### src/hw/rtl/bb3_pkg.sv
// Shared types and constants for the 3x3 RGB box blur.
// No dependencies; every other file in hw/rtl uses this package.
`default_nettype none

package bb3_pkg;

  // Default size limits, handed to the top-level parameters
  localparam int MAX_WIDTH_DEF  = 2048;
  localparam int MAX_HEIGHT_DEF = 4096;

  // Register reset values (before saturation to the size limits)
  localparam int FRAME_WIDTH_RST  = 640;
  localparam int FRAME_HEIGHT_RST = 480;

  // Configuration port
  localparam int CFG_WIDTH_W  = 12;
  localparam int CFG_HEIGHT_W = 13;
  localparam int CFG_DATA_W   = 13;
  localparam int CFG_INDEX_W  = 1;

  localparam logic [CFG_INDEX_W-1:0] CFG_FRAME_WIDTH  = 1'd0;
  localparam logic [CFG_INDEX_W-1:0] CFG_FRAME_HEIGHT = 1'd1;

  // Datapath widths
  localparam int CH_W  = 8;   // one color channel
  localparam int COL_W = 10;  // sum of three channel values
  localparam int TOT_W = 12;  // sum of nine channel values
  localparam int CNT_W = 4;   // pixels in a window, 1..9

  // Division by 2*count = 2^shift * {1,3,9}
  localparam logic [1:0] DIV_ONE   = 2'd0;
  localparam logic [1:0] DIV_THREE = 2'd1;
  localparam logic [1:0] DIV_NINE  = 2'd2;

  // floor(y/3) = (y*2731)>>13 and floor(y/9) = (y*3641)>>15, exact for y < 8192
  localparam int RCP_W = 12;
  localparam logic [RCP_W-1:0] RCP3 = 12'd2731;
  localparam logic [RCP_W-1:0] RCP9 = 12'd3641;
  localparam int RCP3_SH = 13;
  localparam int RCP9_SH = 15;

  typedef struct packed {
    logic [CH_W-1:0] red;
    logic [CH_W-1:0] green;
    logic [CH_W-1:0] blue;
  } pix_t;

  typedef struct packed {
    logic [COL_W-1:0] red;
    logic [COL_W-1:0] green;
    logic [COL_W-1:0] blue;
  } col_t;

  typedef struct packed {
    logic [TOT_W-1:0] red;
    logic [TOT_W-1:0] green;
    logic [TOT_W-1:0] blue;
  } tot_t;

  // Per-word control, worked out when the word is taken
  typedef struct packed {
    logic             emit;    // word produces an output pixel
    logic             last;    // that pixel ends the frame
    logic [2:0]       row_en;  // rows of the new column inside the frame: [0] top
    logic             col_l;   // left window column inside the frame
    logic             col_r;   // right (new) column inside the frame
    logic [CNT_W-1:0] cnt;     // in-frame pixels of the window
  } ctl_t;

  typedef struct packed {
    logic [1:0] shift;
    logic [1:0] kind;
  } div_t;

endpackage

`default_nettype wire

### src/hw/rtl/bb3_window.sv
// Column sums, the two-column window and the 3x3 window total.
// Depends on bb3_pkg.
`default_nettype none

module bb3_window (
  input  wire logic          clk,
  input  wire logic          rst_n,
  input  wire logic          a_leave,
  input  wire bb3_pkg::pix_t up_px,
  input  wire bb3_pkg::pix_t mid_px,
  input  wire bb3_pkg::pix_t cur_px,
  input  wire bb3_pkg::ctl_t ctl_a,
  input  wire logic          b_leave,
  output logic               b_valid,
  output bb3_pkg::tot_t      tot,
  output bb3_pkg::ctl_t      ctl_b
);

  localparam int COL_W = bb3_pkg::COL_W;
  localparam int TOT_W = bb3_pkg::TOT_W;

  bb3_pkg::col_t win0_r, win1_r, new_col;
  bb3_pkg::tot_t tot_r, tot_nxt;
  bb3_pkg::ctl_t ctl_b_r;
  logic          b_valid_r;

  function automatic logic [COL_W-1:0] col_add(
    input logic [bb3_pkg::CH_W-1:0] t,
    input logic [bb3_pkg::CH_W-1:0] m,
    input logic [bb3_pkg::CH_W-1:0] b,
    input logic [2:0]               en
  );
    logic [COL_W-1:0] s;
    s = (en[0] ? COL_W'(t) : '0) + (en[1] ? COL_W'(m) : '0) + (en[2] ? COL_W'(b) : '0);
    return s;
  endfunction

  function automatic logic [TOT_W-1:0] win_add(
    input logic [COL_W-1:0] l,
    input logic [COL_W-1:0] c,
    input logic [COL_W-1:0] r,
    input logic             l_en,
    input logic             r_en
  );
    logic [TOT_W-1:0] s;
    s = (l_en ? TOT_W'(l) : '0) + TOT_W'(c) + (r_en ? TOT_W'(r) : '0);
    return s;
  endfunction

  // Rows outside the frame drop out of the column sum
  always_comb begin
    new_col.red   = col_add(up_px.red,   mid_px.red,   cur_px.red,   ctl_a.row_en);
    new_col.green = col_add(up_px.green, mid_px.green, cur_px.green, ctl_a.row_en);
    new_col.blue  = col_add(up_px.blue,  mid_px.blue,  cur_px.blue,  ctl_a.row_en);
    tot_nxt.red   = win_add(win0_r.red,   win1_r.red,   new_col.red,   ctl_a.col_l, ctl_a.col_r);
    tot_nxt.green = win_add(win0_r.green, win1_r.green, new_col.green, ctl_a.col_l,
                            ctl_a.col_r);
    tot_nxt.blue  = win_add(win0_r.blue,  win1_r.blue,  new_col.blue,  ctl_a.col_l,
                            ctl_a.col_r);
  end

  always_ff @(posedge clk) begin
    if (a_leave) begin
      win0_r  <= win1_r;
      win1_r  <= new_col;
      tot_r   <= tot_nxt;
      ctl_b_r <= ctl_a;
    end
  end

  always_ff @(posedge clk) begin
    if (!rst_n) begin
      b_valid_r <= 1'b0;
    end else begin
      b_valid_r <= a_leave || (b_valid_r && !b_leave);
    end
  end

  assign b_valid = b_valid_r;
  assign tot     = tot_r;
  assign ctl_b   = ctl_b_r;

endmodule

`default_nettype wire

### config.mk
export PLATFORM = sky130hd
export DESIGN_NAME = bb3_window
export DESIGN_NICKNAME = d
export VERILOG_FILES = /design/src/hw/rtl/bb3_pkg.sv /design/src/hw/rtl/bb3_window.sv
export SDC_FILE = /design/constraint.sdc
export NUM_CORES = 1
export LEC_CHECK = 0
export BUFFER_PORTS_ARGS = -buffer_cell sky130_fd_sc_hd__buf_2
export CORE_MARGIN = 1.5
export CORE_UTILIZATION = 30
export DETAILED_ROUTE_END_ITERATION = 6
export PLACE_DENSITY = 0.47
export SLEW_MARGIN = 20
export SYNTH_ARGS = -nofsm -noshare
export SYNTH_HDL_FRONTEND = slang
export SYNTH_SLANG_ARGS = --single-unit
### constraint.sdc
create_clock -name clk -period 7.03 [get_ports clk]
set_clock_uncertainty 0.05 [all_clocks]
set_input_delay 0.3515 -clock clk [delete_from_list [all_inputs] [get_ports clk]]
set_output_delay 0.3515 -clock clk [all_outputs]
set_load 0.1 [all_outputs]
[Yosys cells after proc, flatten, opt, wreduce, memory -nomap -nowiden]
Cells that the tools add are included.
Word-level totals
  register bits after elaboration: 108
  bits in latches: 0
  bits in writable memories: 0
  bits in read-only memories: 0
  input port bits: 87
  output and inout port bits: 48
  word-level logic and storage cells: 46
  memories: 0
Operators by class
  add/sub/neg operators: 12
  multipliers: 0
  div/mod/pow operators: 0
  magnitude comparators: 0
  equal/unequal tests: 0
  shift-type cells: 0
  mux-type cells: 15
  bitwise operators: 0
  reduce and logical (&&, ||, !) cells: 3
Operators with widths (count)
  $mux W8: 9
  $mux W10: 6
  $add A11 B10 Y12: 3
  $add A10 B10 Y11: 3
  $add A9 B8 Y10: 3
  $add A8 B8 Y9: 3
  $logic_and A1 B1 Y1: 1
  $logic_not A1 Y1: 1
  $logic_or A1 B1 Y1: 1

[Depth between registers and ports, before layout]
  word-level depth: 5
  depth in mapped cells: 19
  depth with buffers taken out: 17

[Worst setup path before layout]
Ideal clock, no wire load.
  path type: input port to flip-flop
  start: in ctl_a[8] (netlist name)
  end: reg tot_r, in the netlist tot[23] (data pin)
  library setup time: 269 ps
  arrival time: 4339 ps
  data required time: 6711 ps
  path slack: 2372 ps
  stages: 19
  buffers on the path: 2
  path through: clkbuf_1 nand2_1 fa_1 inv_1 ha_1 fa_1 a21o_1 a21oi_1 nor4bb_1 a211o_1 and2_1 fa_1 ha_1 clkbuf_1 a21o_1 a21oi_1 nand2_1 a31oi_1 o22ai_1
RTL lines
  start, declared: line bb3_window.sv:12  | input wire bb3_pkg::ctl_t ctl_a,
  end signal, assigned: line bb3_window.sv:66  | tot_r <= tot_nxt;
  end, declared: line bb3_window.sv:23  | bb3_pkg::tot_t tot_r, tot_nxt;

==> impl_metrics.ini <==
[floorplanning]
coreArea_um2 = 24200
initial_utilization = 0.305
placementRows = 57
dieWidth_um = 160
die_h_um = 160
design.portCount = 135
die_area_um2 = 25600

[critical_path]
crit_path_cell_trace = buf_2 -> nand2_1 -> fa_1 -> inv_1 -> ha_1 -> fa_1 -> a21o_1 -> a21oi_1 -> nor4bb_1 -> a211o_1 -> and2_1 -> fa_1 -> ha_1 -> a21o_1 -> a21oi_1 -> nand2_1 -> a31oi_1 -> o22ai_1
setup.reg_to_reg.worst_slack_ns = 4.24
cp_max_fo = 25
critical_path_buf_inv_count = 2
critical-path-top-cell-by-count = sky130_fd_sc_hd__fa_1
critical_path.top_delay_family = adder cells
worst_ep_required_time_ns = 7.08
worstReg2RegEnd = tot[19]$_DFFE_PP_
cp_max_stage_cell = sky130_fd_sc_hd__fa_1
timing.critical_path.to_type = flip-flop
timing.rr.start = win0_r[11]$_DFFE_PP_
critPathArrivalTime_ns = 4.76
reg2regPathDepth = 10
critPathMaxStageDelay_ns = 0.56
critPathLaunchType = input pin
timing.setup.critical_path_class = in -> reg

[power_and_ir_drop]
vdd_ir_drop_max_v = 0.000180
power_mw = 3.11
total_leakage_power_nw = 3.91
p_per_area_nw_per_um2 = 356

[yosys]
post_synth_edffs = 107
postSynthCellCount = 642
synth_area_um2 = 7400
synth_fp_nets = 837
synth_cell_types = 42
synth_seq_cells = 108
synth-async-reset-ratio = 0
yosys_warnings = 0
synth_sequential_area_ratio = 0.437
synth_ff_type = sky130_fd_sc_hd__edfxtp_1
avgSynthCellArea_um2 = 11.5

[clocking]
post_cts.repair.setup_buffers = 0
clock-sinks = 108
clock_path_buffers = 2
clk_pin_slew_worst_paths_ns = 0.08
cts_made_buffers = 9
post_cts_resized = 0
tritoncts = done
worst_skew_pair.late_latency_ns = 0.35
cts.hold.buffers_added = 0
cts_htree_levels = 3
clock_tree.root_cell = sky130_fd_sc_hd__clkbuf_16

[drt]
dr_total_vias = 4796
avgRoutedWirePerCell_um = 14.4
drc = 0
post_detailed_route_via_to_cell_ratio = 4.34
drt_wl_total_um = 15900
dr.first_iter.drc_count = 228
drtAntennaViolNets = 0
drt_first_pass_iters = 4

[sta]
worst_max_slew_margin_expressed_relative_to_the_limit = 0.383
holdWs_ns = 0.118
tightest_slew_ns = 0.926
setup_viol = 0
timing.final.max_slew_violations = 0
max_freq_ghz = 0.212
hold_violations = 0
final.period_utilization = 0.671
unrepaired_setup_endpoints_after_global_routing = no
layout_min_cycle_time_ns = 4.71
sum_of_negative_setup_slack_ns = 0

[cells_and_area]
area.growth.synth_to_final_pct = 18.1
finalCoreUtilization = 0.360
final-seq-area_um2 = 3230
n_antenna_cell = 0
most-common-layout-cells = sky130_fd_sc_hd__buf_2, sky130_fd_sc_hd__edfxtp_1, sky130_fd_sc_hd__inv_1, sky130_fd_sc_hd__nand2_1, sky130_fd_sc_hd__and2_1
most_common_library_cell_in_the_layout_ignoring_fill_and_taps = sky130_fd_sc_hd__buf_2
num-nets-final = 970
drive_above_1_share = 0.203
multiInputGateArea_um2 = 3810
fill_cells = 2476

[global_route]
grt_start_max_net_pins = 69
groute.usage.overall = 0.130
grt-ovfl-total = 0
grt_antenna_before_repair = 0
wire_length_of_the_first_global_routing_pass_um = 25800
first_global_vias = 4960

[flow_run]
max_cap_violations = 0

[min_path]
worstHoldStart = ctl_a[9]
worst_hold_path.num_cells = 1
hold_path_class = in -> reg
worstHoldEndpoint = ctl_b[9]$_DFFE_PP_

[run_status]
run_status = finished clean

[placed_design]
detailed_place_hpwl_um = 12000
gp_routability_congestion = 0.768
io_buffers = 134
## area by class of cell
| cell class | count | share of cell area |
|---|---|---|
| Clock inverter | 7 | 0.00845 |
| Multi-Input combinational cell | 438 | 0.436 |
| Clock buffer | 9 | 0.0258 |
| Tap cell | 324 | 0.0464 |
| Sequential cell | 108 | 0.370 |
| Inverter | 83 | 0.0357 |
| Timing Repair Buffer | 135 | 0.0779 |
## cell usage after synthesis, drive strengths merged (2+ instances only)
| library cell | n | share of area |
|---|---|---|
| nor2 | 7 | 0.0036 |
| nor3 | 7 | 0.0047 |
| nand2 | 83 | 0.042 |
| a31oi | 3 | 0.0025 |
| a211oi | 4 | 0.0041 |
| edfxtp | 107 | 0.43 |
| xor2 | 8 | 0.0095 |
| ha | 48 | 0.081 |
| o211ai | 2 | 0.0020 |
| nor4 | 2 | 0.0017 |
| and3 | 10 | 0.010 |
| a21o | 12 | 0.012 |
| o21bai | 5 | 0.0051 |
| nand3b | 5 | 0.0051 |
| o22ai | 2 | 0.0017 |
| nand3 | 10 | 0.0068 |
| nand2b | 11 | 0.0093 |
| clkbuf | 13 | 0.0066 |
| and2 | 64 | 0.054 |
| inv | 83 | 0.042 |
| fa | 60 | 0.16 |
| a221oi | 3 | 0.0036 |
| o21ai | 20 | 0.014 |
| nor2b | 6 | 0.0051 |
| a21oi | 23 | 0.016 |
| xnor2 | 28 | 0.033 |
| a2111oi | 6 | 0.015 |
## worst max path at each step
| stage | start | end | slack (ns) | depth (start not counted) |
|---|---|---|---|---|
| detailed placement | ctl_a[8] | tot[23]$_DFFE_PP_ | 1.91 | 18 |
| global placement | ctl_a[7] | tot[34]$_DFFE_PP_ | 1.97 | 16 |
| CTS | ctl_a[7] | tot[10]$_DFFE_PP_ | 2.31 | 16 |
| floorplan | ctl_a[8] | tot[23]$_DFFE_PP_ | 2.37 | 19 |
| global route | ctl_a[8] | tot[23]$_DFFE_PP_ | 1.96 | 18 |
| finish | ctl_a[8] | tot[23]$_DFFE_PP_ | 2.32 | 18 |
## power breakdown
part	total, mW	switching [mW]	internal (mW)
Clock	0.525	0.247	0.279
Combinational	1.62	1.16	0.461
Sequential	0.969	0.0466	0.922
Total	3.11	1.45	1.66
## sequential cells by signal, summed over array words and instances (netlist names)
signal	cells
ctl_b	11
win0_r	30
b_valid	1
tot	36
win1_r	30
## metrics by stage
step | std cells | worst slack, ns | cell area, um2
after CTS | 1104 | 2.31 | 8740
after global placement | 1088 | 1.97 | 8440
after floorplan | 642 | 2.37 | 7400
final | 1104 | 2.32 | 8740
after detailed placement | 1088 | 1.91 | 8440
after global routing | 1104 | 1.96 | 8740
## routing by layer
metal,up-vias,track usage,part of all wire
li1,2433,-,-
met1,2238,0.173,0.49
met2,113,0.213,0.46
met3,12,0.0213,0.041
met4,0,0.0484,0.016
met5,-,0,0
## logic make-up after synthesis
| group | after synthesis | share of synthesized area |
|---|---|---|
| AO/OA/AOI/OAI | 86 | 0.0820 |
| XOR/XNOR | 36 | 0.0426 |
| adder cells (fa/ha/maj) | 108 | 0.243 |
| buffers and inverters | 96 | 0.0487 |
| flip-flops | 108 | 0.437 |
| multiplexers | 1 | 0.00135 |
| AND/OR/NAND/NOR | 207 | 0.145 |
No activity file was read; power rests on OpenSTA's default activity.
