### src/hw/rtl/bb3_pkg.sv
// Shared types and constants for the 3x3 RGB box blur.
// No dependencies; every other file in hw/rtl uses this package.
`default_nettype none

package bb3_pkg;

  // Default size limits, handed to the top-level parameters
  localparam int MAX_WIDTH_DEF  = 2048;
  localparam int MAX_HEIGHT_DEF = 4096;

  // Register reset values (before saturation to the size limits)
  localparam int FRAME_WIDTH_RST  = 640;
  localparam int FRAME_HEIGHT_RST = 480;

  // Configuration port
  localparam int CFG_WIDTH_W  = 12;
  localparam int CFG_HEIGHT_W = 13;
  localparam int CFG_DATA_W   = 13;
  localparam int CFG_INDEX_W  = 1;

  localparam logic [CFG_INDEX_W-1:0] CFG_FRAME_WIDTH  = 1'd0;
  localparam logic [CFG_INDEX_W-1:0] CFG_FRAME_HEIGHT = 1'd1;

  // Datapath widths
  localparam int CH_W  = 8;   // one color channel
  localparam int COL_W = 10;  // sum of three channel values
  localparam int TOT_W = 12;  // sum of nine channel values
  localparam int CNT_W = 4;   // pixels in a window, 1..9

  // Division by 2*count = 2^shift * {1,3,9}
  localparam logic [1:0] DIV_ONE   = 2'd0;
  localparam logic [1:0] DIV_THREE = 2'd1;
  localparam logic [1:0] DIV_NINE  = 2'd2;

  // floor(y/3) = (y*2731)>>13 and floor(y/9) = (y*3641)>>15, exact for y < 8192
  localparam int RCP_W = 12;
  localparam logic [RCP_W-1:0] RCP3 = 12'd2731;
  localparam logic [RCP_W-1:0] RCP9 = 12'd3641;
  localparam int RCP3_SH = 13;
  localparam int RCP9_SH = 15;

  typedef struct packed {
    logic [CH_W-1:0] red;
    logic [CH_W-1:0] green;
    logic [CH_W-1:0] blue;
  } pix_t;

  typedef struct packed {
    logic [COL_W-1:0] red;
    logic [COL_W-1:0] green;
    logic [COL_W-1:0] blue;
  } col_t;

  typedef struct packed {
    logic [TOT_W-1:0] red;
    logic [TOT_W-1:0] green;
    logic [TOT_W-1:0] blue;
  } tot_t;

  // Per-word control, worked out when the word is taken
  typedef struct packed {
    logic             emit;    // word produces an output pixel
    logic             last;    // that pixel ends the frame
    logic [2:0]       row_en;  // rows of the new column inside the frame: [0] top
    logic             col_l;   // left window column inside the frame
    logic             col_r;   // right (new) column inside the frame
    logic [CNT_W-1:0] cnt;     // in-frame pixels of the window
  } ctl_t;

  typedef struct packed {
    logic [1:0] shift;
    logic [1:0] kind;
  } div_t;

endpackage

`default_nettype wire

### src/hw/rtl/bb3_ctrl.sv
// Frame size registers, raster position counters and per-word control.
// Depends on bb3_pkg.
`default_nettype none

module bb3_ctrl #(
  parameter int MAX_WIDTH  = bb3_pkg::MAX_WIDTH_DEF,
  parameter int MAX_HEIGHT = bb3_pkg::MAX_HEIGHT_DEF
) (
  input  wire logic                               clk,
  input  wire logic                               rst_n,
  input  wire logic                               cfg_wr_en,
  input  wire logic [bb3_pkg::CFG_INDEX_W-1:0]    cfg_index,
  input  wire logic [bb3_pkg::CFG_DATA_W-1:0]     cfg_data,
  input  wire logic                               accept,
  input  wire logic                               drain,
  output logic                                    take,
  output logic [$clog2(MAX_WIDTH)-1:0]            col_addr,
  output bb3_pkg::ctl_t                           ctl
);

  localparam int AW  = $clog2(MAX_WIDTH);
  localparam int WW  = $clog2(MAX_WIDTH + 1);
  localparam int HW  = $clog2(MAX_HEIGHT + 1);
  localparam int RW  = $clog2(MAX_HEIGHT + 2);
  localparam int CWX = (WW > bb3_pkg::CFG_WIDTH_W) ? WW : bb3_pkg::CFG_WIDTH_W;
  localparam int CHX = (HW > bb3_pkg::CFG_HEIGHT_W) ? HW : bb3_pkg::CFG_HEIGHT_W;
  localparam int RST_W = (bb3_pkg::FRAME_WIDTH_RST > MAX_WIDTH) ?
                         MAX_WIDTH : bb3_pkg::FRAME_WIDTH_RST;
  localparam int RST_H = (bb3_pkg::FRAME_HEIGHT_RST > MAX_HEIGHT) ?
                         MAX_HEIGHT : bb3_pkg::FRAME_HEIGHT_RST;

  logic [WW-1:0]  width_r;
  logic [HW-1:0]  height_r;
  logic [AW-1:0]  col_r, col_nxt;
  logic [RW-1:0]  row_r, row_nxt;

  logic [CWX-1:0] w_raw;
  logic [CHX-1:0] h_raw;
  logic [WW-1:0]  w_sat;
  logic [HW-1:0]  h_sat;

  logic [RW-1:0]  h_x;
  logic [AW:0]    c_inc;
  logic           c_nz, c_ge2, w_ge2;
  logic           r_lt_h, r_le_h, r_ge1, r_ge2, r_ge3;
  logic [1:0]     nrows, ncols;

  // Zero counts as one, anything above the limit saturates
  assign w_raw = CWX'(cfg_data[bb3_pkg::CFG_WIDTH_W-1:0]);
  assign h_raw = CHX'(cfg_data[bb3_pkg::CFG_HEIGHT_W-1:0]);

  always_comb begin
    if (w_raw == '0) begin
      w_sat = WW'(1);
    end else if (w_raw > CWX'(MAX_WIDTH)) begin
      w_sat = WW'(MAX_WIDTH);
    end else begin
      w_sat = WW'(w_raw);
    end
    if (h_raw == '0) begin
      h_sat = HW'(1);
    end else if (h_raw > CHX'(MAX_HEIGHT)) begin
      h_sat = HW'(MAX_HEIGHT);
    end else begin
      h_sat = HW'(h_raw);
    end
  end

  assign h_x    = RW'(height_r);
  assign c_nz   = (col_r != '0);
  assign c_ge2  = (col_r >= AW'(2));
  assign w_ge2  = (width_r >= WW'(2));
  assign r_lt_h = (row_r < h_x);
  assign r_le_h = (row_r <= h_x);
  assign r_ge1  = (row_r != '0);
  assign r_ge2  = (row_r >= RW'(2));
  assign r_ge3  = (row_r >= RW'(3));

  // Output pixel sits one row and one column back; at column 0 it is the
  // last pixel of the row two back.
  always_comb begin
    ctl.emit   = c_nz ? r_ge1 : r_ge2;
    ctl.last   = !c_nz && (row_r == h_x + RW'(1));
    ctl.row_en = {r_lt_h, r_ge1 && r_le_h, r_ge2};
    ctl.col_l  = c_nz ? c_ge2 : w_ge2;
    ctl.col_r  = c_nz;
    nrows      = 2'd1 + {1'b0, (c_nz ? r_ge2 : r_ge3)} + {1'b0, (c_nz ? r_lt_h : r_le_h)};
    ncols      = 2'd1 + {1'b0, ctl.col_l} + {1'b0, ctl.col_r};
    ctl.cnt    = bb3_pkg::CNT_W'({2'b00, nrows} * {2'b00, ncols});
  end

  // A drain word inside the frame is swallowed
  assign take     = accept && !(r_lt_h && drain);
  assign col_addr = col_r;

  always_comb begin
    c_inc = {1'b0, col_r} + (AW + 1)'(1);
    if (ctl.last) begin
      col_nxt = '0;
      row_nxt = '0;
    end else if (c_inc >= (AW + 1)'(width_r)) begin
      col_nxt = '0;
      row_nxt = row_r + RW'(1);
    end else begin
      col_nxt = col_r + AW'(1);
      row_nxt = row_r;
    end
  end

  always_ff @(posedge clk) begin
    if (!rst_n) begin
      width_r  <= WW'(RST_W);
      height_r <= HW'(RST_H);
      col_r    <= '0;
      row_r    <= '0;
    end else if (cfg_wr_en) begin
      unique case (cfg_index)
        bb3_pkg::CFG_FRAME_WIDTH: begin
          width_r <= w_sat;
          col_r   <= '0;
          row_r   <= '0;
        end
        bb3_pkg::CFG_FRAME_HEIGHT: begin
          height_r <= h_sat;
          col_r    <= '0;
          row_r    <= '0;
        end
      endcase
    end else if (take) begin
      col_r <= col_nxt;
      row_r <= row_nxt;
    end
  end

endmodule

`default_nettype wire

### config.mk
export PLATFORM = sky130hd
export DESIGN_NAME = bb3_ctrl
export DESIGN_NICKNAME = d
export VERILOG_FILES = /design/src/hw/rtl/bb3_pkg.sv /design/src/hw/rtl/bb3_ctrl.sv
export SDC_FILE = /design/constraint.sdc
export NUM_CORES = 1
export LEC_CHECK = 0
export ABC_AREA = 1
export BUFFER_PORTS_ARGS = -buffer_cell sky130_fd_sc_hd__buf_2
export CAP_MARGIN = 20
export CORE_ASPECT_RATIO = 1.75
export CORE_UTILIZATION = 40
export DETAILED_ROUTE_END_ITERATION = 6
export PLACE_DENSITY = 0.68
export RECOVER_POWER = 50
export SYNTH_ARGS = -nofsm -noshare
export SYNTH_HDL_FRONTEND = slang
export SYNTH_SLANG_ARGS = --single-unit
### constraint.sdc
create_clock -name clk -period 3.3 [get_ports clk]
set_input_delay 0.66 -clock clk [delete_from_list [all_inputs] [get_ports clk]]
set_output_delay 0.66 -clock clk [all_outputs]
set_load 0.05 [all_outputs]
# ---- Word-level counts from Yosys, hierarchy flattened
# Cells that the tools add are included.
dict set report classes {
  n_bitwise 2
  n_mul 1
  n_lt_le_gt_ge 9
  muxes 12
  n_eq_ne 1
  n_reduce_logical 15
  add_sub_neg 8
}
# cell n
set ops {}
lappend ops {{13-bit 2-to-1 mux} 4}
lappend ops {{13-bit by 1-bit adder with 13-bit output (second input constant)} 2}
lappend ops {{13-bit by 2-bit >= comparator with 1-bit output (second input constant)} 2}
lappend ops {{12-bit 2-to-1 mux} 2}
lappend ops {{11-bit 2-to-1 mux} 2}
lappend ops {{13-bit equality test} 1}
lappend ops {{13-bit > comparator (second input constant)} 1}
lappend ops {{13-bit <= comparator} 1}
lappend ops {{13-bit logical NOT} 1}
lappend ops {{13-bit < comparator} 1}
lappend ops {{13-bit nonzero test} 1}
lappend ops {{11-bit by 1-bit adder with 12-bit output (second input constant)} 1}
lappend ops {{12-bit >= comparator} 1}
lappend ops {{12-bit by 2-bit >= comparator with 1-bit output (second input constant)} 1}
lappend ops {{12-bit > comparator (second input constant)} 1}
lappend ops {{12-bit logical NOT} 1}
lappend ops {{11-bit by 1-bit adder with 11-bit output (second input constant)} 1}
lappend ops {{11-bit by 2-bit >= comparator with 1-bit output (second input constant)} 1}
lappend ops {{11-bit nonzero test} 1}
lappend ops {{2-bit AND reduction} 3}
lappend ops {{1-bit by 1-bit adder with 2-bit output (first input constant)} 2}
lappend ops {{2-bit by 1-bit adder with 2-bit output} 2}
lappend ops {{1-bit logical AND} 4}
lappend ops {{2-bit by 2-bit multiplier with 4-bit output} 1}
lappend ops {{other kinds (5)} 10}
dict set report word_totals {
  in_bits 19
  ff_bits 49
}

# ---- Longest topological paths before layout
# Gate-level depths: netlist (run 1).
dict set report logic_depth {
  ltp_word 5
  ltp_mapped 21
}

# ---- Worst setup path after synthesis (run 1)
# No wires, ideal clock.
dict set report synth_timing {
  path_type {reg2out}
  from {register col_r[0] (netlist: col_addr[0])}
  to {output port ctl[3] in the netlist's numbering}
  slack_ns 0.118
  t_arrival_ns 2.522
  path_stages_with_launch 11
  path_buffers 0
  cell_sequence {dfxtp_1 > inv_1 > ha_1 > nand3_1 > nor2_2 > inv_1 > o41ai_1 > ha_1 > nor2_1 > ha_1 > ha_1}
}
# item line
set synth_rtl {}
lappend synth_rtl {{from (decl)} bb3_ctrl.sv:34} ;# logic [AW-1:0] col_r, col_nxt;
lappend synth_rtl {{from (signal assigned)} bb3_ctrl.sv:130} ;# col_r <= col_nxt;
lappend synth_rtl {{to (decl)} bb3_ctrl.sv:18} ;# output bb3_pkg::ctl_t ctl

==> impl_metrics.csv, run 1 <==
group,metric,value,unit
status,status,"finished, violations left",
status,violations,"setup timing",
pwr,clkPwrFrac,37.4,%
sta,worst_pin_slew,0.656,ns
detailed_routing,drc,0,
cells_and_area,finalInstanceArea,4970,µm²
grt,grt_pass1_vias,4267,
logic_synthesis,syn-cell-area,3930,µm²
pwr,power_leakage,2.34,nW
setup_path,worst-r2r-cell-count,14,
detailed_routing,drt-initial-drc-count,196,
detailed_routing,wirelength_met1,4110,µm
grt,antenna_found_initial,0,
setup_path,critPathLaunchType,"flip-flop",
logic_synthesis,yosys_register_bits,49,
clocking,cts_buffers,5,
hold_path,hold_class,"reg -> reg",
setup_path,worstPathArrival,2.67,ns
pwr,seqPwrFrac,41.8,%
flow_run,maxCapViolCount,0,
logic_synthesis,synth_cells,616,
floorplan,rows,47,
detailed_routing,via_count,4325,
floorplan,floorplan.initialDensity,41.3,%
sta,finClkSkew,0.00706,ns
setup_path,criticalPathCategory,"reg -> out",
sta,relSlewSlack,56.3,%
sta,finalHoldViolations,0,
clocking,clk_latency,0.30,ns
clocking,path_clk_slew,0.07,ns
grt,grt_pass1_wl,19700,µm
sta,setup_viol,1,
clocking,cts_tree,"done",
detailed_routing,drt-total-wl,12500,µm
floorplan,io_pins,42,
logic_synthesis,async_flop_share,0,%
logic_synthesis,synth_cell_type_count,38,
cells_and_area,area_delta_synth_final,26.4,%
sta,worst_slack,-0.0288,ns
placement,dp_hpwl,9740,µm
pwr,p_sw_share,30.9,%
clocking,cts_hold_buf,0,
setup_path,path_common_cell,"ha_4",
placement,placed_area,4460,µm²
cells_and_area,antennaDiodeCount,0,
cells_and_area,final_common_cell,"nand2_1",
logic_synthesis,yosysWarnings,0,
detailed_routing,drt-vias-per-instance,5.30,
logic_synthesis,synth_ff_type,"dfxtp_1",
sta,slew_violations,0,
hold_path,whs_path_depth,2,
pwr,power_density,297,nW/µm²
detailed_routing,wl_per_cell,15.3,µm
logic_synthesis,synth_fp_nets,670,
sta,fin_crit_sh,101,%
pwr,irDropWorstVdd,0.000379,V
detailed_routing,postRouteAntennaNets,0,
detailed_routing,highest_layer,"met4",
setup_path,max_stage_delay,0.37,ns
cells_and_area,final_cell_mix,"nand2_1, inv_1, nor2_1",
floorplan,coreArea,9530,µm²
floorplan,die_w,76.9,µm
logic_synthesis,seq_area_frac_synth,25.0,%
clocking,root_buffer,"clkbuf_16",
logic_synthesis,synth_edf_count,0,
setup_path,required,2.64,ns
detailed_routing,firstDrtPassIters,4,
sta,rsz0062_at_grt,"yes",
pwr,p_int,1.02,mW
logic_synthesis,synth_top_cell_by_area,"dfxtp_1",
setup_path,worst-path-max-fanout,6,
clocking,h-tree-depth,2,
sta,fmax,0.300,GHz
placement,place.gp.congestion,0.965,
setup_path,cpMaxStageDelayCell,"nor4_4",
sta,period_minus_slack,3.33,ns
pwr,p_sw,0.455,mW
detailed_routing,wl_met3,332,µm
pwr,combinationalPowerShare,20.9,%
clocking,cts_max_path_buffers,2,
logic_synthesis,syn_avg_cell_area,6.38,µm²
placement,portBuffers,41,
logic_synthesis,netlist.area_leader.share,25.0,%
floorplan,dieArea,10200,µm²
grt,grt_usage,24.7,%
detailed_routing,dr_wl_met2,6990,µm
cells_and_area,drive_gt1_share,20.9,%
pwr,finalPower,1.47,mW
grt,grt_max_degree,29,
cells_and_area,fin_nets,747,
setup_path,path_cells,"buf_4 -> nor3_4 -> nand4_1 -> nor4_4 -> nand2_1 -> o41ai_2 -> ha_1 -> nor2_2 -> ha_4 -> ha_4 -> buf_8",
setup_path,cp-end-kind,"output pin",
logic_synthesis,ys_top_cells_by_area,"dfxtp_1, nand2_1, ha_1, inv_1, nand3_1",
floorplan,die_h,133,µm
clocking,cts.sinks,49,
grt,grt_overflow,0,
==> routing by layer <==
layer  up-vias  track usage (%)
li1       2143                -
met1      1981             21.5
met2       138             49.5
met3        63             2.26
met4         0             19.6
met5         -                0
==> layout make-up <==
type / count / area (µm²)
Inverter: 87 / 327
Timing Repair Buffer: 91 / 604
Fill cell: 946 / 4560
Sequential cell: 49 / 1010
Multi-Input combinational cell: 459 / 2720
Clock inverter: 2 / 17.5
Tap cell: 122 / 153
Clock buffer: 6 / 139
==> state kept, by name (all words and copies together), names as in the netlist <==
name,count
col_addr,11
row_r,13
h_x,13
width_r,12
==> stage by stage <==
stage          setup slack (ns)  instances  TNS [ns]  hold WS, ns  util [%]
2_1_floorplan             0.118        616         0        0.449         -
3_3_place_gp             0.0712        796         0        0.480      46.8
3_5_place_dp             0.0603        796         0        0.486      46.8
4_1_cts                 -0.0176        807   -0.0176        0.500      49.9
5_1_grt                  -0.159        816    -0.303        0.510      52.2
6_report                -0.0288        816   -0.0288        0.492      52.2
==> power groups by stage <==
stage / sequential [mW] / clock [mW] / combinational, mW
4_1_cts: 0.617 / 0.554 / 0.280
2_1_floorplan: 0.634 / 0 / 0.181
5_1_grt: 0.617 / 0.577 / 0.337
6_report: 0.616 / 0.551 / 0.308
3_3_place_gp: 0.630 / 0 / 0.264
3_5_place_dp: 0.630 / 0 / 0.268
==> cells in the mapped netlist, types with 4 or more instances <==
library cell,n
nor2_1,66
inv_1,83
clkbuf_1,6
xor2_1,21
ha_1,35
o21ai_0,17
dfxtp_1,49
nor2_2,6
nand2_1,150
buf_4,4
nand4_1,11
nand3_1,60
nor3_1,10
o211ai_1,4
buf_2,8
a21oi_1,51
nor4_1,4
==> path summary, 6_finish.rpt <==
path | start | end | slack (ns)
worst max register to register | col_addr[3] | row_r[7] | 0.29
worst min-delay path | width_r[1] | width_r[1] | 0.49
worst min register to register | width_r[1] | width_r[1] | 0.49
worst max-delay path | row_r[10] | ctl[2] | -0.03
==> worst max-delay path, delay by kind of cell, from the launching register on <==
kind | cells | cell delay, ns
AND/OR/NAND/NOR | 5 | 1.02
adder cells (fa/ha/maj) | 3 | 0.66
flip-flops | 1 | 0.32
buffers and inverters | 2 | 0.30
AO/OA/AOI/OAI | 1 | 0.06
==> repair_timing <==
item                                   4_1_cts  5_1_grt
setup buffers                                3        9
endpoints found under the hold margin        0        0
pin swaps                                    5       13
setup endpoints to repair                    3       15
gates resized for setup                     22       45
==> logic make-up after synthesis <==
group	share of synthesized area, %
simple gates	36.4
compound gates	11.2
flops	25.0
buf+inv	11.2
xor+xnor	5.12
fa+ha+maj	11.1
No activity file was read; power rests on OpenSTA's default activity.
==> run 2, diff against run 1 <==
--- a/config.mk
+++ b/config.mk
@@ -6,12 +6,15 @@
 export NUM_CORES = 1
 export LEC_CHECK = 0
 export ABC_AREA = 1
+export ABC_CLOCK_PERIOD_IN_PS = 3300
 export BUFFER_PORTS_ARGS = -buffer_cell sky130_fd_sc_hd__buf_2
 export CAP_MARGIN = 20
+export CELL_PAD_IN_SITES_DETAIL_PLACEMENT = 1
+export CELL_PAD_IN_SITES_GLOBAL_PLACEMENT = 2
 export CORE_ASPECT_RATIO = 1.75
-export CORE_UTILIZATION = 40
+export CORE_UTILIZATION = 32
 export DETAILED_ROUTE_END_ITERATION = 6
-export PLACE_DENSITY = 0.68
+export PLACE_DENSITY = 0.9
 export RECOVER_POWER = 50
 export SYNTH_ARGS = -nofsm -noshare
 export SYNTH_HDL_FRONTEND = slang
==> impl_metrics.csv, run 2 (same netlist as run 1, synthesis figures left out) <==
group,metric,value,unit
setup_path,worst-path-max-fanout,3,
detailed_routing,drt-vias-per-instance,5.24,
grt,grt_pass1_wl,23400,µm
grt,grt_pass1_vias,4852,
sta,setup_viol,3,
detailed_routing,firstDrtPassIters,4,
setup_path,criticalPathCategory,"reg -> out",
placement,dp_hpwl,11800,µm
clocking,cts_max_path_buffers,2,
grt,antenna_found_initial,0,
grt,grt_max_degree,29,
floorplan,die_w,85.8,µm
setup_path,worstPathArrival,2.71,ns
pwr,seqPwrFrac,39.8,%
sta,fin_setup_tns,-0.0975,ns
pwr,combinationalPowerShare,21.6,%
pwr,power_density,299,nW/µm²
sta,fmax,0.296,GHz
setup_path,critPathLaunchType,"flip-flop",
sta,worst_slack,-0.0729,ns
pwr,p_sw_share,31.0,%
cells_and_area,area_delta_synth_final,32.5,%
clocking,root_buffer,"clkbuf_16",
clocking,path_clk_slew,0.07,ns
floorplan,coreArea,12000,µm²
pwr,p_int,1.07,mW
setup_path,cp-end-kind,"output pin",
cells_and_area,final_cell_mix,"nand2_1, inv_1, nor2_1",
floorplan,io_pins,42,
floorplan,rows,53,
pwr,finalPower,1.56,mW
clocking,cts_buffers,5,
placement,portBuffers,41,
clocking,h-tree-depth,2,
detailed_routing,postRouteAntennaNets,0,
cells_and_area,drive_gt1_share,26.6,%
floorplan,dieArea,12700,µm²
sta,rsz0062_at_grt,"yes",
pwr,irDropWorstVdd,0.000184,V
sta,finClkSkew,0.00665,ns
grt,grt_overflow,0,
flow_run,maxCapViolCount,0,
sta,period_minus_slack,3.37,ns
sta,fin_crit_sh,102,%
hold_path,hold_class,"reg -> reg",
pwr,p_sw,0.483,mW
placement,place.gp.congestion,0.916,
grt,grt.met1_usage,20.1,%
sta,slew_violations,0,
grt,met3_usage,2.44,%
clocking,clk_latency,0.30,ns
clocking,cts.sinks,49,
cells_and_area,fin_nets,753,
grt,top_usage_layer,"met2",
clocking,cts_hold_buf,0,
status,violations,"setup timing",
sta,worst_pin_slew,0.695,ns
status,status,"finished, violations left",
grt,grt_usage,24.2,%
detailed_routing,drc,0,
floorplan,floorplan.initialDensity,32.8,%
detailed_routing,drt-initial-drc-count,153,
setup_path,required,2.64,ns
pwr,clkPwrFrac,38.6,%
detailed_routing,via_count,4528,
cells_and_area,antennaDiodeCount,0,
floorplan,die_h,149,µm
sta,relSlewSlack,53.6,%
cells_and_area,final_common_cell,"nand2_1",
pwr,power_leakage,2.36,nW
sta,finalHoldViolations,0,
clocking,cts_tree,"done",
detailed_routing,wl_per_cell,18.6,µm
detailed_routing,drt-total-wl,16100,µm
grt,met2_usage,48.8,%
run 2: cell types whose count changed in the layout (fill, tap and decap cells not counted), moves of 5 or more:
| cell | delta |
|---|---|
| inv_1 | -12 |
| dfxtp_1 | -8 |
| dfxtp_2 | +8 |
| buf_4 | +6 |
| inv_2 | +6 |
| ha_1 | -5 |
| inv_4 | +5 |
run 2: cell type report:
type / count / area [µm²]
Clock buffer: 5 / 125
Fill cell: 1585 / 6790
Multi-Input combinational cell: 460 / 2860
Inverter: 87 / 343
Clock inverter: 2 / 35.0
Tap cell: 165 / 206
Timing Repair Buffer: 96 / 623
Sequential cell: 49 / 1020
run 2: power groups by stage:
stage                     registers (mW)  logic, mW  clock network (mW)
after floorplan                    0.634      0.181                   0
after CTS                          0.619      0.297               0.609
final                              0.620      0.335               0.600
after global placement             0.631      0.270                   0
after global routing               0.621      0.362               0.633
after detailed placement           0.632      0.278                   0
run 2: critical path, stage by stage (launching register included):
cell     delay [ns]
dfxtp_2        0.36
inv_4          0.05
ha_4           0.28
nand2_4        0.06
inv_4          0.06
nand3_4        0.09
nor3_2         0.15
nand2_1        0.14
nand2_2        0.13
inv_2          0.06
o21ai_2        0.11
ha_1           0.25
nor2_1         0.13
ha_2           0.21
ha_4           0.21
buf_8          0.14
run 2: worst paths after layout:
path,start,to,slack [ns],cells past startpoint
worst max-delay path,h_x[12],ctl[2],-0.07,15
worst min register to register,col_addr[4],col_addr[4],0.50,2
worst max register to register,col_addr[0],row_r[12],0.21,19
worst min-delay path,col_addr[4],col_addr[4],0.50,2
run 2: what timing repair did:
item                                    4_1_cts  5_1_grt
endpoints found under the setup margin        6       20
setup buffers                                 9       11
resized for setup                            51       57
gates cloned                                  0        1
pin swaps                                    12       11
run 2: per-stage QoR:
stage	hold slack (ns)	cells	instance area [µm²]	util, %	setup slack, ns
floorplan	0.449	616	3930	-	0.118
global placement	0.481	836	4490	37.4	0.0444
detailed placement	0.486	836	4490	37.4	-0.0460
CTS	0.497	852	4920	41.0	-0.000533
global route	0.530	864	5210	43.4	-0.195
finish	0.496	864	5210	43.4	-0.0729
run 2: routing by layer:
layer	vias up	routed length, µm
li1	2146	-
met1	2182	5120
met2	126	9040
met3	74	434
met4	0	1520
met5	-	0
