`src/hw/rtl/bb3_pkg.sv`:
```
// Shared types and constants for the 3x3 RGB box blur.
// No dependencies; every other file in hw/rtl uses this package.
`default_nettype none

package bb3_pkg;

  // Default size limits, handed to the top-level parameters
  localparam int MAX_WIDTH_DEF  = 2048;
  localparam int MAX_HEIGHT_DEF = 4096;

  // Register reset values (before saturation to the size limits)
  localparam int FRAME_WIDTH_RST  = 640;
  localparam int FRAME_HEIGHT_RST = 480;

  // Configuration port
  localparam int CFG_WIDTH_W  = 12;
  localparam int CFG_HEIGHT_W = 13;
  localparam int CFG_DATA_W   = 13;
  localparam int CFG_INDEX_W  = 1;

  localparam logic [CFG_INDEX_W-1:0] CFG_FRAME_WIDTH  = 1'd0;
  localparam logic [CFG_INDEX_W-1:0] CFG_FRAME_HEIGHT = 1'd1;

  // Datapath widths
  localparam int CH_W  = 8;   // one color channel
  localparam int COL_W = 10;  // sum of three channel values
  localparam int TOT_W = 12;  // sum of nine channel values
  localparam int CNT_W = 4;   // pixels in a window, 1..9

  // Division by 2*count = 2^shift * {1,3,9}
  localparam logic [1:0] DIV_ONE   = 2'd0;
  localparam logic [1:0] DIV_THREE = 2'd1;
  localparam logic [1:0] DIV_NINE  = 2'd2;

  // floor(y/3) = (y*2731)>>13 and floor(y/9) = (y*3641)>>15, exact for y < 8192
  localparam int RCP_W = 12;
  localparam logic [RCP_W-1:0] RCP3 = 12'd2731;
  localparam logic [RCP_W-1:0] RCP9 = 12'd3641;
  localparam int RCP3_SH = 13;
  localparam int RCP9_SH = 15;

  typedef struct packed {
    logic [CH_W-1:0] red;
    logic [CH_W-1:0] green;
    logic [CH_W-1:0] blue;
  } pix_t;

  typedef struct packed {
    logic [COL_W-1:0] red;
    logic [COL_W-1:0] green;
    logic [COL_W-1:0] blue;
  } col_t;

  typedef struct packed {
    logic [TOT_W-1:0] red;
    logic [TOT_W-1:0] green;
    logic [TOT_W-1:0] blue;
  } tot_t;

  // Per-word control, worked out when the word is taken
  typedef struct packed {
    logic             emit;    // word produces an output pixel
    logic             last;    // that pixel ends the frame
    logic [2:0]       row_en;  // rows of the new column inside the frame: [0] top
    logic             col_l;   // left window column inside the frame
    logic             col_r;   // right (new) column inside the frame
    logic [CNT_W-1:0] cnt;     // in-frame pixels of the window
  } ctl_t;

  typedef struct packed {
    logic [1:0] shift;
    logic [1:0] kind;
  } div_t;

endpackage

`default_nettype wire

```
`src/hw/rtl/bb3_mean.sv`:
```
// Rounded mean per channel and the output register.
// Depends on bb3_pkg.
`default_nettype none

module bb3_mean (
  input  wire logic                     clk,
  input  wire logic                     rst_n,
  input  wire logic                     load,
  input  wire bb3_pkg::tot_t            tot,
  input  wire bb3_pkg::ctl_t            ctl_b,
  input  wire logic                     out_ready,
  output logic                          o_free,
  output logic                          out_valid,
  output logic [bb3_pkg::CH_W-1:0]      out_red_out,
  output logic [bb3_pkg::CH_W-1:0]      out_green_out,
  output logic [bb3_pkg::CH_W-1:0]      out_blue_out,
  output logic                          out_frame_last
);

  localparam int TOT_W = bb3_pkg::TOT_W;
  localparam int CH_W  = bb3_pkg::CH_W;
  localparam int PW    = TOT_W + bb3_pkg::RCP_W;

  bb3_pkg::div_t        dv;
  logic                 out_valid_r;
  logic [CH_W-1:0]      red_r, green_r, blue_r;
  logic                 last_r;
  logic [CH_W-1:0]      red_nxt, green_nxt, blue_nxt;

  // 2*count split into a power of two and an odd factor
  always_comb begin
    unique case (ctl_b.cnt)
      4'd2:    dv = '{shift: 2'd2, kind: bb3_pkg::DIV_ONE};
      4'd3:    dv = '{shift: 2'd1, kind: bb3_pkg::DIV_THREE};
      4'd4:    dv = '{shift: 2'd3, kind: bb3_pkg::DIV_ONE};
      4'd6:    dv = '{shift: 2'd2, kind: bb3_pkg::DIV_THREE};
      4'd9:    dv = '{shift: 2'd1, kind: bb3_pkg::DIV_NINE};
      default: dv = '{shift: 2'd1, kind: bb3_pkg::DIV_ONE};
    endcase
  end

  // floor((2*sum + cnt) / (2*cnt))
  function automatic logic [CH_W-1:0] mean(
    input logic [TOT_W-1:0]         s,
    input logic [bb3_pkg::CNT_W-1:0] n,
    input bb3_pkg::div_t            d
  );
    logic [TOT_W:0]              x;
    logic [TOT_W-1:0]            y;
    logic [bb3_pkg::RCP_W-1:0]   rcp;
    logic [PW-1:0]               p;
    logic [CH_W-1:0]             q;
    x   = {s, 1'b0} + (TOT_W + 1)'(n);
    y   = TOT_W'(x >> d.shift);
    rcp = (d.kind == bb3_pkg::DIV_NINE) ? bb3_pkg::RCP9 : bb3_pkg::RCP3;
    p   = PW'(y) * PW'(rcp);
    unique case (d.kind)
      bb3_pkg::DIV_THREE: q = p[bb3_pkg::RCP3_SH +: CH_W];
      bb3_pkg::DIV_NINE:  q = p[bb3_pkg::RCP9_SH +: CH_W];
      default:            q = y[CH_W-1:0];
    endcase
    return q;
  endfunction

  always_comb begin
    red_nxt   = mean(tot.red,   ctl_b.cnt, dv);
    green_nxt = mean(tot.green, ctl_b.cnt, dv);
    blue_nxt  = mean(tot.blue,  ctl_b.cnt, dv);
  end

  assign o_free = !out_valid_r || out_ready;

  always_ff @(posedge clk) begin
    if (load) begin
      red_r   <= red_nxt;
      green_r <= green_nxt;
      blue_r  <= blue_nxt;
      last_r  <= ctl_b.last;
    end
  end

  always_ff @(posedge clk) begin
    if (!rst_n) begin
      out_valid_r <= 1'b0;
    end else begin
      out_valid_r <= load || (out_valid_r && !out_ready);
    end
  end

  assign out_valid      = out_valid_r;
  assign out_red_out    = red_r;
  assign out_green_out  = green_r;
  assign out_blue_out   = blue_r;
  assign out_frame_last = last_r;

endmodule

`default_nettype wire

```
`config.mk`:
```
export PLATFORM = sky130hd
export DESIGN_NAME = bb3_mean
export DESIGN_NICKNAME = d
export VERILOG_FILES = /design/src/hw/rtl/bb3_pkg.sv /design/src/hw/rtl/bb3_mean.sv
export SDC_FILE = /design/constraint.sdc
export NUM_CORES = 1
export LEC_CHECK = 0
export BUFFER_PORTS_ARGS = -buffer_cell sky130_fd_sc_hd__buf_2
export CORE_UTILIZATION = 35
export CTS_BUF_LIST = sky130_fd_sc_hd__clkbuf_4
export CTS_CLUSTER_SIZE = 24
export DETAILED_ROUTE_END_ITERATION = 8
export GPL_ROUTABILITY_DRIVEN = 0
export PLACE_DENSITY = 0.5
export SYNTH_ARGS = -nofsm -noshare
export SYNTH_HDL_FRONTEND = slang
export SYNTH_SLANG_ARGS = --single-unit
```
`constraint.sdc`:
```
create_clock -name clk -period 9.68 [get_ports clk]
set_input_delay 2.42 -clock clk [delete_from_list [all_inputs] [get_ports clk]]
set_output_delay 2.42 -clock clk [all_outputs]
set_load 0.02 [all_outputs]
```
Word level (Yosys, flattened, before mapping)
Cells that the tools add are included.

Flip-flop bits (word level): 26. Input port bits: 51. Output and inout port bits: 27.

Add/sub/neg operators: 3. Multiply operators: 3. Equality and inequality tests: 7. Shift operators: 3. Muxes and demuxes: 5. Reduce and logical (&&, ||, !) cells: 5.

Operator list (count): multiplier 12 x 12 -> 23 bit (3); one-hot mux 8 bit (2 select lines) (3); adder 13 x 4 -> 13 bit (3); >> shifter 13 x 2 -> 12 bit (3); one-hot mux 4 bit (5 select lines) (1); 2-to-1 mux 11 bit (1); equality test 4 x 2 -> 1 bit, second input constant (2); equality test 4 x 3 -> 1 bit, second input constant (2); equality test 4 bit, second input constant (1); equality test 2 x 1 -> 1 bit, second input constant (1); equality test 2 bit, second input constant (1); logical NOT 1 bit (2); logical OR 1 bit (2); logical AND 1 bit (1).

Depth between registers and ports, before layout
Gate-level depths: netlist (run 1).

Depth after elaboration: 6. Mapped depth: 34.

Worst setup path before layout (run 1)
OpenSTA, ideal clock, no wires.

Path kind: input to register. Start: in tot[24] (netlist name). End: reg red_r[7] (netlist: out_red_out[7]) (data pin). Setup time: 259 ps. Arrival time: 9072 ps. Slack: 349 ps. Stages on the path: 31. Path buffers: 1. Path through: ha_1 inv_1 fa_1 inv_1 a21oi_1 or2_2 clkbuf_1 nor3_1 a211oi_1 a211o_1 o21ai_0 fa_1 ha_1 inv_1 fa_1 inv_1 fa_1 inv_1 fa_1 inv_1 ha_1 nand4_1 a31oi_1 a211o_1 nor4_1 a21oi_2 a41o_1 o21ai_0 a21oi_1 o211a_1 o31a_1.

Cells in the longest elaborated chain, start to end: 4.

Ends and longest elaborated chain: start: declaration (line bb3_mean.sv:9) `input wire bb3_pkg::tot_t tot,`; adder 13 x 4 -> 13 bit * (line bb3_mean.sv:53) `x = {s, 1'b0} + (TOT_W + 1)'(n);`; >> shifter 13 x 2 -> 12 bit * (line bb3_mean.sv:54) `y = TOT_W'(x >> d.shift);`; multiplier 12 x 12 -> 23 bit (line bb3_mean.sv:56) `p = PW'(y) * PW'(rcp);`; one-hot mux 8 bit (2 select lines) * (line bb3_mean.sv:57) `unique case (d.kind)`; named net red_nxt[7] (line bb3_mean.sv:28) `logic [CH_W-1:0] red_nxt, green_nxt, blue_nxt;`; end signal: assignment (line bb3_mean.sv:75) `red_r <= red_nxt;`; end: declaration (line bb3_mean.sv:26) `logic [CH_W-1:0] red_r, green_r, blue_r;`.

Mark *: on every way through the listed nets, which the timed path passes. The rest lies on a longest branch. A chain may end at the register's enable or synchronous reset.

Final worst setup path (run 1)
Start: in ctl_b[1] (netlist name). End: reg red_r[7] (netlist: out_red_out[7]) (data pin).

Cells in the longest elaborated chain, start to end: 6. Elaborated cells on any way between the ends: 13. Those cells by class: 1 x add/sub; 1 x mul; 7 x eq/ne; 1 x shift; 3 x mux.

Ends and longest elaborated chain: start: declaration (line bb3_mean.sv:10) `input wire bb3_pkg::ctl_t ctl_b,`; branches (longest 5 deep; another with multiplier 12 x 12 -> 23 bit); one-hot mux 8 bit (2 select lines) * (line bb3_mean.sv:57); named net red_nxt[7] (line bb3_mean.sv:28).

Mark *: on every way through the listed nets, which the timed path passes.

==> impl_metrics.csv, run 1 <==
group,metric,value,unit
status,status,"completed",
cells_and_area,nets,1949,
floorplanning,rows,66,
cells_and_area,utilization,0.4125,
timing,finalHoldViolCount,0,
clock_tree,insertion_delay,0.34,ns
cells_and_area,final_cell_mix,"298 x inv_1, 231 x ha_1, 154 x fa_1",
floorplanning,dieArea,34070,sq um
synthesis,synth_ff_type,"edfxtp_1",
synthesis,synth_nets,1780,
synthesis,synth_top_family_by_area,"adder cells",
drt,drt-vias-per-instance,4.869,
timing,worst_slew_pin_slew,0.8078,ns
timing,fin_tns_setup,0,ns
worst_setup_path,path_max_fanout,6,
floorplanning,die_y,184.6,um
grt,grt_pass1_vias,9880,
synthesis,syn_area,11670,sq um
drt,via_count,9529,
flow_run,drv_cap,0,
timing,rsz0062_at_grt,"yes",
cells_and_area,layout-drive-gt1-share,0.1541,
synthesis,yosys.area_share.adder,0.5120,
synthesis,yosys.area_share.xor_xnor,0.04269,
drt,drc_errors,0,
synthesis,syn_avg_cell_area,8.680,sq um
timing,fmax,107.5,MHz
synthesis,ys_warn_count,0,
worst_setup_path,slowest_delay,0.50,ns
timing,min_period_over_period,0.9614,
worst_setup_path,arrival,9.42,ns
grt,antenna_found_initial,3,
clock_tree,clk_pin_slew,0.14,ns
synthesis,synth_cell_types,70,
timing,final_max_slew_viol_count,0,
placement,dp_hpwl,27450,um
placement,numPortBuffers,71,
clock_tree,cts_setup_buffers,0,
cells_and_area,layout_commonest_cell,"inv_1",
hold_path,hp-class,"reg -> reg",
worst_setup_path,crit_slowest_cell,"fa_1",
drt,wl,30870,um
drt,wl_per_cell,15.78,um
worst_setup_path,cp-start-kind,"input port",
hold_path,min_from,"out_valid",
drt,ant_nets,0,
cells_and_area,multi_input_area,9669,sq um
synthesis,synth_edf_count,25,
timing,setup_viol,0,
floorplanning,ios,78,
grt,grt_usage,0.1915,
clock_tree,htree_levels,1,
timing,max_slew_margin,0.4461,
cells_and_area,fillers,3407,
drt,drt_iter0_drc,436,
clock_tree,root_buffer,"clkbuf_4",
drt,drt_pass1_iterations,5,
cells_and_area,syn_to_final_growth,15.64,%
floorplanning,core_area,32700,sq um
synthesis,yosys.area_share.simple,0.1213,
clock_tree,cts.path.max_buffers,2,
clock_tree,postCtsHoldBufs,0,
grt,grt_max_degree,36,
cells_and_area,area.sequential,770.7,sq um
synthesis,synth-compound-area-share,0.1340,
worst_setup_path,cp.required,9.80,ns
floorplanning,start_util,0.3567,
worst_setup_path,cp-startpoint,"ctl_b[1]",
worst_setup_path,criticalPathCategory,"in -> reg",
worst_setup_path,critPathCaptureType,"register",
clock_tree,cts-resized-gates,0,
grt,gr-total-overflow,0,
synthesis,synth-seq-cells,26,
floorplanning,die_w,184.6,um
worst_setup_path,cpMostUsedCell,"inv_1",
timing,fin_skew,0,ns
clock_tree,cts_tree,"done",
worst_setup_path,worstReg2RegStart,"out_valid",
synthesis,synth.yosys.seq_area_share,0.06607,
grt,grt_pass1_wl,51030,um
synthesis,syn_inst,1344,
timing,fin_crit,9.306,ns
clock_tree,cts.sinks,26,
synthesis,synthArstFlopShare,0,
synthesis,synthMuxAreaShare,0.01587,
clock_tree,cts_made_buffers,3,
-- area by class of cell --
class	instances	share of cell area
Antenna cell	3	0.0005565
Inverter	299	0.08319
Clock buffer	3	0.001669
Sequential cell	26	0.05713
Clock inverter	1	0.0002782
Multi-Input combinational cell	984	0.7168
Tap cell	442	0.04099
Timing Repair Buffer	199	0.09943
-- path summary, 6_finish.rpt --
check,depth (start not counted),slack (ns),endpoint
max,35,0.37,out_red_out[7]
min,2,0.52,out_valid
max reg2reg,2,9.04,out_valid
min reg2reg,2,0.52,out_valid
-- cell usage after synthesis (2+ instances only) --
master | n | area share
inv_1 | 298 | 0.096
ha_1 | 231 | 0.25
fa_1 | 154 | 0.26
nand2_1 | 81 | 0.026
nor2_1 | 76 | 0.024
a21oi_1 | 53 | 0.023
o21ai_0 | 47 | 0.020
xnor2_1 | 34 | 0.026
clkbuf_1 | 33 | 0.011
edfxtp_1 | 25 | 0.064
nand2b_1 | 22 | 0.012
nand3_1 | 22 | 0.0094
a21o_1 | 21 | 0.014
xor2_1 | 21 | 0.016
and2_1 | 20 | 0.011
mux2i_1 | 17 | 0.015
nor3_1 | 16 | 0.0069
a221oi_1 | 14 | 0.011
a22oi_1 | 14 | 0.0090
and3_1 | 13 | 0.0070
nor2b_1 | 11 | 0.0059
a31oi_1 | 10 | 0.0054
or2_2 | 10 | 0.0054
a211oi_1 | 9 | 0.0058
o22ai_1 | 8 | 0.0043
nand4_1 | 6 | 0.0032
o2111ai_1 | 5 | 0.0038
o31ai_1 | 5 | 0.0032
a21boi_0 | 4 | 0.0026
nand4b_1 | 4 | 0.0030
o211ai_1 | 4 | 0.0026
o21a_1 | 4 | 0.0026
a211o_1 | 3 | 0.0023
nor4_1 | 3 | 0.0016
or3_1 | 3 | 0.0016
a21oi_2 | 2 | 0.0015
a22o_1 | 2 | 0.0015
a2bb2oi_1 | 2 | 0.0015
a31o_2 | 2 | 0.0015
o21ai_1 | 2 | 0.00086
o221ai_1 | 2 | 0.0015
o22a_1 | 2 | 0.0015
o311ai_0 | 2 | 0.0015
-- cells by family (layout without fill, tap and decap cells) --
kind of cell,after synthesis,in the layout
compound gates,232,232
xor+xnor,56,56
fa+ha+maj,385,385
buf+inv,334,502
flops,26,26
mux,18,18
other cells,0,3
simple gates,293,293
-- worst max-delay path, delay by kind of cell --
family	cells	cell delay (ns)
AO/OA/AOI/OAI	11	1.97
XOR/XNOR	1	0.15
adder cells (fa/ha/maj)	8	3.06
buffers and inverters	9	0.76
AND/OR/NAND/NOR	6	1.05
-- metal layers --
layer | vias to the layer above | part of all wire | track usage
met5 | - | 0 | 0
met4 | 0 | 0.015 | 0.03600
met3 | 26 | 0.026 | 0.01581
met2 | 139 | 0.47 | 0.3318
met1 | 4579 | 0.48 | 0.2601
li1 | 4785 | - | -
-- per-stage QoR --
step	std cells	area (sq um)	hold WS, ns	worst slack [ns]
4_1_cts	1954	13450	0.5244	0.2316
2_1_floorplan	1344	11670	0.7361	0.3492
6_report	1957	13490	0.5166	0.3740
5_1_grt	1955	13490	0.5430	-0.01252
3_3_place_gp	1950	13430	0.4823	-0.1282
3_5_place_dp	1950	13430	0.5034	-0.1355
-- flip-flops by register name, indices dropped and copies added, names as in the netlist --
register	flops
out_red_out	8
out_frame_last	1
out_green_out	8
out_valid	1
out_blue_out	8
Power of run 1 is left out: the tool's default activity adds up to more than one toggle a clock period on the data nets, which glitch-free logic cannot reach.
==> run 2: changes to the inputs <==
Settings changed: PLACE_DENSITY 0.5 to 0.48.
Clock period 9.68 ns to 8.9 ns, I/O delays scaled along.
==> run 2 against run 1 <==
Register-to-register slack worse by 0.79 ns; clock skew stayed put; routed wire length is 4.7% higher; worst setup slack worse by 0.18 ns; final cell count is 7.1% higher; hold slack better by 0.0077 ns; clock-buffer cell count stayed put; sequential share of layout area is 0.65 points lower; critical path depth is 2 lower; non-clock buffer count is 141 higher; sequential cell count stayed put.
==> impl_metrics.csv, run 2 (same netlist as run 1, synthesis figures left out) <==
group,metric,value,unit
grt,grt_usage,0.1984,
clock_tree,cts_tree,"done",
placement,dp_hpwl,28430,um
drt,drt_iter0_drc,376,
timing,final_max_slew_viol_count,0,
hold_path,hp-class,"reg -> reg",
cells_and_area,layout_commonest_cell,"inv_1",
cells_and_area,utilization,0.4656,
drt,wl,32330,um
floorplanning,ios,78,
timing,setup_viol,0,
timing,worst_slew_pin_slew,0.8021,ns
drt,ant_nets,0,
cells_and_area,antenna_cells,0,
cells_and_area,area.sequential,770.7,sq um
worst_setup_path,slowest_delay,0.57,ns
floorplanning,start_util,0.3567,
timing,min_period_over_period,0.9785,
timing,rsz0062_at_grt,"yes",
timing,fin_crit,8.709,ns
worst_setup_path,arrival,8.85,ns
drt,drt-vias-per-instance,4.755,
timing,fin_tns_setup,0,ns
cells_and_area,final_cell_mix,"283 x inv_1, 262 x buf_4, 223 x ha_1",
timing,max_slew_margin,0.4652,
status,status,"completed",
grt,grt_max_degree,38,
cells_and_area,fillers,3289,
floorplanning,rows,66,
placement,place_ws,-0.6166,ns
worst_setup_path,critPathCaptureType,"register",
cells_and_area,nets,2090,
timing,finalHoldViolCount,0,
floorplanning,dieArea,34070,sq um
grt,gr-total-overflow,0,
clock_tree,insertion_delay,0.36,ns
floorplanning,die_w,184.6,um
cells_and_area,layout-drive-gt1-share,0.2928,
floorplanning,core_area,32700,sq um
worst_setup_path,cp-start-kind,"input port",
clock_tree,cts_made_buffers,3,
clock_tree,root_buffer,"clkbuf_4",
timing,fmax,114.8,MHz
clock_tree,cts.path.max_buffers,2,
cells_and_area,syn_to_final_growth,30.51,%
placement,place_area,14390,sq um
drt,drt_pass1_iterations,5,
cells_and_area,multi_input_area,10270,sq um
clock_tree,htree_levels,1,
drt,via_count,9961,
drt,wl_per_cell,15.43,um
worst_setup_path,crit_slowest_cell,"fa_1",
grt,grt_pass1_vias,10570,
flow_run,drv_cap,0,
grt,grt_pass1_wl,53380,um
worst_setup_path,cp.required,9.04,ns
clock_tree,cts.sinks,26,
clock_tree,clk_pin_slew,0.18,ns
placement,numPortBuffers,71,
grt,antenna_found_initial,0,
floorplanning,die_y,184.6,um
worst_setup_path,criticalPathCategory,"in -> reg",
drt,drc_errors,0,
timing,fin_skew,0,ns
worst_setup_path,path_max_fanout,6,
timing,postLayoutSetupSlackWorst,0.1913,ns
cells_and_area,final_cell_area,15230,sq um
-- run 2: final timing paths --
kind	slack, ns	end	cells after the start	startpoint
setup reg to reg	8.25	out_valid	2	out_valid
hold / removal	0.52	out_valid	2	out_valid
setup / recovery	0.19	out_red_out[7]	33	tot[24]
hold reg to reg	0.52	out_valid	2	out_valid
-- run 2: final cells by class --
| cell class | instances | share of cell area |
|---|---|---|
| clock buffer | 3 | 0.001479 |
| clock inverter | 1 | 0.001972 |
| inverter | 299 | 0.07396 |
| multi-input combinational | 984 | 0.6744 |
| sequential | 26 | 0.05062 |
| tap | 442 | 0.03632 |
| timing repair buffer | 340 | 0.1612 |
-- run 2: timing repair --
action                     4_1_cts  5_1_grt
setup buffers                    0       14
setup endpoints to repair       23       24
resized for setup               18      151
hold buffers                     0        0
pin swaps                        3       67
-- run 2: layer usage --
layer  wire length (um)  track usage
met1              15460       0.2699
met2              16030       0.3594
met3                611     0.005533
met4                229      0.02000
met5                  0            0
-- run 2: metrics by stage --
step,hold WS (ns),cells
global placement,0.4799,2077
global route,0.5806,2095
finish,0.5242,2095
CTS,0.5242,2081
detailed placement,0.5026,2077
floorplan,0.7361,1344
-- run 2: worst max-delay path: cells and delay by family --
family,cells,cell delay (ns)
buf+inv,8,0.85
simple gates,7,1.04
compound gates,10,1.71
fa+ha+maj,8,3.00
Power of run 2 is left out for the same reason.
==> run 3: changes to the inputs <==
Settings changed: CORE_ASPECT_RATIO from default to 1.75.
Clock period 8.9 ns to 11.1 ns, I/O delays scaled along.
==> run 3 against run 2 <==
First-iteration DRC count is 20% lower; die area barely moved; clock skew unchanged; sequential cell count did not move; routed wire length is 2.8% higher; clock-buffer cell count did not move; largest cell class unchanged.
==> impl_metrics.csv, run 3 (same netlist as run 1, synthesis figures left out) <==
group,metric,value,unit
status,status,"completed",
hold_path,hp-class,"reg -> reg",
clock_tree,clk_pin_slew,0.20,ns
clock_tree,cts_tree,"done",
worst_setup_path,cp.required,11.24,ns
floorplanning,die_w,140.0,um
floorplanning,core_area,32920,sq um
worst_setup_path,cp-startpoint,"ctl_b[1]",
cells_and_area,final_cell_mix,"298 x inv_1, 231 x ha_1, 154 x fa_1",
timing,fin_skew,0,ns
clock_tree,cts_made_buffers,3,
cells_and_area,fillers,3437,
worst_setup_path,rr_endpoint,"out_valid",
cells_and_area,stdcell_count,1822,
worst_setup_path,crit_slowest_cell,"fa_1",
clock_tree,htree_levels,1,
clock_tree,cts.sinks,26,
cells_and_area,nets,1851,
timing,max_slew_margin,0.4183,
drt,met2_length,19400,um
flow_run,drv_cap,0,
cells_and_area,layout_commonest_cell,"inv_1",
floorplanning,rows,88,
timing,fin_crit,10.05,ns
clock_tree,cts_setup_buffers,0,
worst_setup_path,slowest_delay,0.59,ns
placement,dpl.cell_count,1815,
timing,final_max_slew_viol_count,0,
clock_tree,insertion_delay,0.39,ns
worst_setup_path,cp-start-kind,"input port",
drt,ant_nets,0,
drt,dr.max_layer_used,"met5",
worst_setup_path,cpMostUsedCell,"inv_1",
cells_and_area,layout-drive-gt1-share,0.09194,
timing,fin_tns_setup,0,ns
grt,grt_pass1_vias,10240,
floorplanning,ios,78,
worst_setup_path,r2r_setup_slack,10.45,ns
clock_tree,root_buffer,"clkbuf_4",
worst_setup_path,reg2regPathDepth,2,
cells_and_area,syn_to_final_growth,8.698,%
clock_tree,postCtsHoldBufs,0,
drt,wl,33230,um
drt,wl_per_cell,18.24,um
worst_setup_path,cp-endpoint,"out_red_out[6]",
timing,rsz0062_at_grt,"no",
timing,setup_viol,0,
worst_setup_path,arrival,10.20,ns
timing,worst_slew_pin_slew,0.8725,ns
grt,antenna_found_initial,4,
placement,dp_hpwl,29350,um
timing,fmax,99.47,MHz
worst_setup_path,path_max_fanout,10,
drt,drt_iter0_drc,301,
placement,numPortBuffers,71,
drt,m1WireLength,11890,um
grt,grt_pass1_wl,53340,um
floorplanning,start_util,0.3544,
timing,min_period_over_period,0.9057,
drt,via_count,9353,
grt,grt_max_degree,50,
grt,grt_usage,0.2033,
timing,finalHoldViolCount,0,
worst_setup_path,critPathCaptureType,"register",
worst_setup_path,criticalPathCategory,"in -> reg",
clock_tree,cts.path.max_buffers,2,
floorplanning,dieArea,34100,sq um
drt,drt_pass1_iterations,5,
floorplanning,die_y,243.5,um
clock_tree,cts-resized-gates,0,
worst_setup_path,worstReg2RegStart,"out_valid",
drt,drt-vias-per-instance,5.133,
grt,gr-total-overflow,0,
drt,drc_errors,0,
drt,wl_met3,619,um
-- run 3: cell types whose count changed in the layout (fill, tap and decap cells not counted), moves of 9 or more --
| cell | before | now |
|---|---|---|
| nor2_2 | 13 | 1 |
| o21ai_0 | 27 | 46 |
| a21oi_1 | 40 | 53 |
| inv_1 | 283 | 298 |
| nor2_1 | 62 | 75 |
| o21ai_1 | 13 | 2 |
| inv_2 | 15 | 1 |
| a21oi_2 | 11 | 2 |
| buf_4 | 262 | 30 |
-- run 3: worst min-delay path by stage --
stage | start | to | cells past startpoint
6_report | out_valid | out_valid | 2
4_1_cts | out_valid | out_valid | 2
2_1_floorplan | out_valid | out_valid | 2
5_1_grt | out_valid | out_valid | 2
3_3_place_gp | out_valid | out_valid | 2
3_5_place_dp | out_valid | out_valid | 2
-- run 3: area by class of cell --
class,count,area [sq um],share of cell area
multi-input combinational,984,9641,0.7602
sequential,26,770.7,0.06078
inverter,299,1122,0.08851
tap,405,506.7,0.03996
antenna,3,7.507,0.0005920
clock inverter,1,30.03,0.002368
clock buffer,3,22.52,0.001776
timing repair buffer,101,580.6,0.04578
-- run 3: metal layers --
metal / GRT usage / up-vias
met3: 0.01553 / 63
met2: 0.4272 / 135
met1: 0.2008 / 4549
met5: 0 / -
met4: 0.07175 / 4
li1: - / 4602
-- run 3: per-stage QoR --
step           setup slack [ns]  utilization  area (sq um)  hold WS, ns
2_1_floorplan             1.414            -         11670       0.7361
4_1_cts                  0.9923       0.3850         12670       0.5356
5_1_grt                  0.6025       0.3851         12680       0.5521
3_5_place_dp             0.5574       0.3834         12620       0.5087
6_report                  1.046       0.3852         12680       0.5323
3_3_place_gp             0.5808       0.3834         12620       0.4902
-- run 3: worst max-delay path: cells and delay by family --
family / cells / cell delay, ns
AOI/OAI and AO/OA: 10 / 2.33
xor gates and xnor gates: 1 / 0.14
adders and majority gates: 8 / 3.21
buffers and inverters: 8 / 0.73
and+or+nand+nor: 4 / 1.01
Power of run 3 is left out for the same reason.
